==> src/sv/afl_pkg.sv <==
// Package for the audio sample FIFO with low-watermark refill request.
// Holds the command and register index codes, the item and result types and defaults.
// Used by every module of the block; depends on nothing.
package afl_pkg;

	localparam int AFL_DEPTH     = 4096;
	localparam int AFL_MAX_CHUNK = 512;

	localparam int CFG_IDX_W  = 2;
	localparam int CFG_DATA_W = 16;

	localparam logic [CFG_IDX_W-1:0] CFG_CHUNK_FRAMES = 2'd0;
	localparam logic [CFG_IDX_W-1:0] CFG_LOW_WATER    = 2'd1;
	localparam logic [CFG_IDX_W-1:0] CFG_VOLUME       = 2'd2;

	localparam logic [9:0]  CHUNK_FRAMES_RST = 10'd512;
	localparam logic [11:0] LOW_WATER_RST    = 12'd2048;
	localparam logic [15:0] VOLUME_RST       = 16'd32768;
	localparam logic [15:0] UNITY_GAIN       = 16'd32768;
	localparam logic [11:0] COUNT_MAX        = 12'd4095;

	localparam logic signed [15:0] MOST_NEG  = 16'sh8000;
	localparam logic signed [15:0] NEG_FULL  = 16'sh8001;

	typedef enum logic [1:0] {
		CMD_WRITE = 2'd0,
		CMD_PULL  = 2'd1,
		CMD_CLEAR = 2'd2,
		CMD_NOP   = 2'd3
	} afl_cmd_t;

	typedef struct packed {
		logic [1:0]          cmd;
		logic signed [15:0]  sample_in;
		logic                batch_last;
	} afl_item_t;

	typedef struct packed {
		logic                accepted;
		logic [11:0]         written_count;
		logic                out_valid;
		logic signed [15:0]  sample_out;
		logic                chunk_last;
		logic                needs_data;
		logic [11:0]         level;
	} afl_result_t;

	// Status of one item after the FIFO update, before volume scaling.
	typedef struct packed {
		logic        valid;
		logic        accepted;
		logic [11:0] written_count;
		logic        out_valid;
		logic        chunk_last;
		logic        needs_data;
		logic [11:0] level;
	} afl_stage_t;

endpackage

==> src/sv/afl_scale.sv <==
// Volume stage of the audio FIFO: scales a pulled sample by the gain and registers the result.
// Depends on afl_pkg.
module afl_scale
	import afl_pkg::*;
(
	input  logic               clk,
	input  logic               arst_n,
	input  afl_stage_t         stage_s1,
	input  logic signed [15:0] rd_data_s1,
	input  logic [15:0]        volume,
	output logic               done,
	output afl_result_t        result
);

	logic [15:0]        gain;
	logic signed [32:0] product;

	always_comb begin
		gain    = (volume > UNITY_GAIN) ? UNITY_GAIN : volume;
		product = 33'(rd_data_s1) * $signed({1'b0, gain});
	end

	always_ff @(posedge clk or negedge arst_n) begin
		if (!arst_n) begin
			done <= 1'b0;
		end else begin
			done <= stage_s1.valid;
		end
	end

	always_ff @(posedge clk) begin
		if (stage_s1.valid) begin
			result.accepted      <= stage_s1.accepted;
			result.written_count <= stage_s1.written_count;
			result.out_valid     <= stage_s1.out_valid;
			result.sample_out    <= stage_s1.out_valid ? product[30:15] : '0;
			result.chunk_last    <= stage_s1.chunk_last;
			result.needs_data    <= stage_s1.needs_data;
			result.level         <= stage_s1.level;
		end
	end

endmodule

==> config.mk <==
export PLATFORM = sky130hd
export DESIGN_NAME = afl_scale
export DESIGN_NICKNAME = d
export VERILOG_FILES = /design/src/sv/afl_pkg.sv /design/src/sv/afl_scale.sv
export SDC_FILE = /design/constraint.sdc
export NUM_CORES = 1
export LEC_CHECK = 0
export ABC_AREA = 1
export BUFFER_PORTS_ARGS = -buffer_cell sky130_fd_sc_hd__buf_2
export CORE_AREA = 8 8 210 112
export CTS_CLUSTER_DIAMETER = 150
export DETAILED_ROUTE_END_ITERATION = 12
export DIE_AREA = 0 0 218 120
export PLACE_DENSITY = 0.71
export SYNTH_ARGS = -nofsm -noshare
export SYNTH_HDL_FRONTEND = slang
export SYNTH_SLANG_ARGS = --single-unit
==> constraint.sdc <==
create_clock -name clk -period 0.8 [get_ports clk]
set_clock_uncertainty 0.05 [all_clocks]
set_input_delay 0.12 -clock clk [delete_from_list [all_inputs] [get_ports clk]]
set_output_delay 0.12 -clock clk [all_outputs]
set_load 0.1 [all_outputs]
Yosys cells after proc, flatten, opt, wreduce, memory -nomap -nowiden
Cells that the tools add are included.
{"block": "op_classes", "n_mul": 1, "magnitude_cmp": 1, "mux": 1}
{"op": "multiplier 16 x 17 -> 31 bit", "count": 1}
{"op": "greater-than comparator 16 bit (second input constant)", "count": 1}
{"op": "two-way mux 16 bit", "count": 1}
{"block": "word_totals", "out_inout_bits": 45, "in_bits": 63, "wordCells": 11, "register_bits": 45}

Logic depth before layout (Yosys ltp)
{"block": "logic_depth", "ltp_word": 3, "mapped_depth": 33, "depth_no_buf": 31}

Worst setup path before layout
OpenSTA, ideal clock, no wires.
{"block": "synth_timing", "path_type": "in2reg", "start": "input port volume[15]", "end": "register result[27] in the netlist's numbering (data pin)", "slack_ns": -5.024, "path_stages": 32, "setup_ns": 0.255, "path_buffers": 2, "required_time_ns": 0.495, "t_arrival_ns": 5.520, "cell_sequence": "buf_6 > inv_2 > nor2_2 > nand2_1 > nor2_2 > nand2_2 > nand2_4 > buf_2 > nand2_1 > clkinv_1 > nand2_1 > fa_1 > inv_1 > fa_1 > inv_1 > fa_1 > inv_1 > fa_1 > fa_1 > inv_1 > fa_1 > inv_1 > ha_1 > a21oi_1 > o21ai_0 > nand2_1 > nand2_1 > a31o_2 > a31oi_1 > nand3_1 > nand2_1 > nor2_1"}
{"block": "synth_via", "elab_chain_cells": 3}
{"element": "start, declared", "line_no": "afl_scale.sv:10", "rtl": "input logic [15:0] volume,"}
{"element": "greater-than comparator 16 bit", "line_no": "afl_scale.sv:19", "rtl": "gain = (volume > UNITY_GAIN) ? UNITY_GAIN : volume;"}
{"element": "two-way mux 16 bit (*)", "line_no": "afl_scale.sv:19"}
{"element": "multiplier 16 x 17 -> 31 bit (*)", "line_no": "afl_scale.sv:20", "rtl": "product = 33'(rd_data_s1) * $signed({1'b0, gain});"}
{"element": "end, declared", "line_no": "afl_scale.sv:12", "rtl": "output afl_result_t result"}
Mark *: on every way between the ends. The rest lies on a longest branch, timed or not.
A chain may end at the register's enable or synchronous reset.

Worst setup path after layout
{"block": "layout_timing", "start": "input port volume[12]", "end": "register result[24] in the netlist's numbering (data pin)"}
Same word-level chain as after synthesis.

==> impl_metrics.csv <==
group,metric,value,unit
timing,setup_slack,-5.20,ns
outcome,status,"complete, but fails checks",
synthesis,syn_area,0.0100,mm²
timing,hold_viol,0,
synthesis,synth_top_cell_by_area,"fa_1",
synthesis,synthTopCellsByCount,"293 x inv_1, 229 x nand2_1, 193 x fa_1, 169 x nor2_1, 108 x ha_1",
pwr,vdd_drop_max,4.85,mV
timing,slew_headroom,0.689,
finish,n_antenna_cell,0,
worst_setup_path,worstPathArrival,6.01,ns
job,cap_violations,0,
routing,drtAntennaViolNets,0,
global_routing,antenna_found_initial,2,
die,fp.dieW,218,µm
finish,fin_util,0.731,
pwr,clkPwrFrac,0.031,
routing,first_pass_iters,8,
outcome,violations,"setup timing",
timing,holdWs,0.117,ns
die,die_area,0.0262,mm²
finish,drive_above_1_share,0.372,
synthesis,synth_most_common_cell,"inv_1",
timing,clock.fmax,0.167,GHz
synthesis,synth-edff-count,44,
die,ioPinCount,108,
synthesis,synth_seq_cells,45,
timing,finalCritPeriodShare,7.50,
clock_tree,numCtsBuffers,5,
die,start_util,0.482,
worst_setup_path,cp_slowest_cell,"fa_1",
synthesis,synth.avg_cell_area,8.36,µm²
die,fp.coreArea,0.0208,mm²
synthesis,yosysWarnings,0,
hold_path,hp-class,"in2async",
clock_tree,cts-root-buf,"clkbuf_16",
timing,drv_slew,0,
synthesis,synthArstFlopShare,0.0222,
pwr,sw_frac_of_total,0.547,
synthesis,synthCells,1201,
place,hpwl,31100,µm
routing,wirelength,41300,µm
routing,drc,0,
worst_setup_path,worst_setup_path_start_kind,"input pin",
worst_setup_path,required,0.81,ns
place,portBuffers,107,
worst_setup_path,worstSetupEndpoint,"result[24]",
worst_setup_path,critPathMaxStageDelay,0.61,ns
die,row_count,38,
global_routing,grtUsageTotal,0.291,
clock_tree,clk_pin_slew_worst_paths,0.07,ns
die,dieHeight,120,µm
pwr,internal_power,30400,µW
clock_tree,cts_tree,"done",
timing,min_period,6.00,ns
synthesis,ys_top_cells_by_area,"fa_1 38%, ha_1 13%, edfxtp_1 13%",
place,place.gp.congestion,1.06,
worst_setup_path,critPathKind,"in2reg",
pwr,p_seq_frac,0.059,
routing,drt_iter0_markers,1110,
worst_setup_path,cp-startpoint,"volume[12]",
synthesis,synth_top_area_share,0.385,
pwr,power,67200,µW
global_routing,grt_pass1_vias,10500,
timing,setup_viol,62,
timing,grt_setup_unrepaired,"true",
routing,viasPerCell,5.55,
routing,vias,10200,
routing,wl_per_cell,22.5,µm
pwr,combPwrFrac,0.909,
clock_tree,clockBufferDepth,2,
clock_tree,clock-sinks,45,
finish,nets,1916,
timing,max_slew.worst_pin.slew,0.463,ns
synthesis,syn_nets,1565,
global_routing,grt_max_degree,20,
pwr,switching_power,36800,µW
pwr,power_leakage,0.00767,µW
worst_setup_path,crit_top_cell,"fa_1",
synthesis,ys_seq_area_frac,0.134,
finish,area_growth,51.5,%
clock_tree,htreeDepth,2,
worst_setup_path,crit_path_end_kind,"register",
global_routing,grt_overflow_total,0,
synthesis,synth_ff_type,"edfxtp_1",
global_routing,grt_pass1_wl,58800,µm
worst_setup_path,critPathMaxFanout,4,
synthesis,synthDistinctLibCells,35,
pwr,p_per_area,4410,mW/mm²
[kinds of logic after synthesis]
kind of cell    count (synthesis)  synth area share
xor+xnor                        6           0.00523
flops                          45             0.134
compound gates                 83            0.0443
buf+inv                       322             0.121
simple gates                  444             0.176
fa+ha+maj                     301             0.519
[placed cells by master, fill, tap and decap left out, types with 32 or more instances in the layout]
cell / instances
inv_1: 256
buf_4: 192
nand2_1: 183
fa_1: 177
nor2_1: 133
ha_1: 93
buf_12: 59
buf_2: 53
edfxtp_1: 44
buf_6: 33
inv_2: 32
[worst min-delay path by stage]
stage	endpoint	slack (ns)	cells past startpoint
after detailed placement	done	-0.15	1
after CTS	done	0.08	2
after floorplan	done	-0.23	0
after global routing	done	0.11	2
final	done	0.12	2
after global placement	done	-0.15	1
[through the flow]
step | instance area (µm²) | setup TNS, ns | setup WS (ns) | instances
after floorplan | 10400 | -85.90 | -4.73 | 1201
after global placement | 13500 | -86.04 | -5.46 | 1771
after detailed placement | 13500 | -87.08 | -5.56 | 1771
after CTS | 14300 | -89.66 | -4.89 | 1816
after global routing | 15200 | -97.48 | -5.35 | 1833
final | 15200 | -94.57 | -5.20 | 1833
[power groups by stage]
stage	clock [µW]	combinational (µW)	sequential [µW]
after floorplan	0	20000	7320
after global placement	0	39600	3960
after detailed placement	0	40300	3970
after CTS	2080	44800	3950
after global routing	2230	63700	4000
final	2100	61100	3980
[critical path, delay by kind of cell]
| family | cells | cell delay (ns) |
|---|---|---|
| fa+ha+maj | 7 | 3.32 |
| simple gates | 12 | 1.25 |
| buf+inv | 8 | 0.69 |
| compound gates | 3 | 0.61 |
[layer usage]
metal	GRT usage	vias to the layer above	wire, µm
met5	0	-	27
met4	0.0564	4	1920
met3	0.120	184	5870
met2	0.429	729	17600
met1	0.399	4952	15900
li1	-	4296	-
[final cells by class]
class | count | area (µm²)
Tap cell | 280 | 350
Fill cell | 1351 | 5600
Clock inverter | 3 | 17.5
Timing Repair Buffer | 367 | 3570
Sequential cell | 45 | 1350
Multi-Input combinational cell | 834 | 8640
Clock buffer | 5 | 125
Inverter | 299 | 1160
[what timing repair did]
| item | 4_1_cts | 5_1_grt |
|---|---|---|
| pin swaps | 49 | 93 |
| gates resized for setup | 95 | 204 |
| hold buffers | 28 | 0 |
| endpoints found under the hold margin | 28 | 0 |
| buffers inserted | 10 | 19 |
| endpoints found under the setup margin | 61 | 62 |
[registers in the layout, summed over array words and instances, names as in the netlist]
| signal | flops |
|---|---|
| result | 44 |
| done | 1 |
No activity file was read; power rests on OpenSTA's default activity.
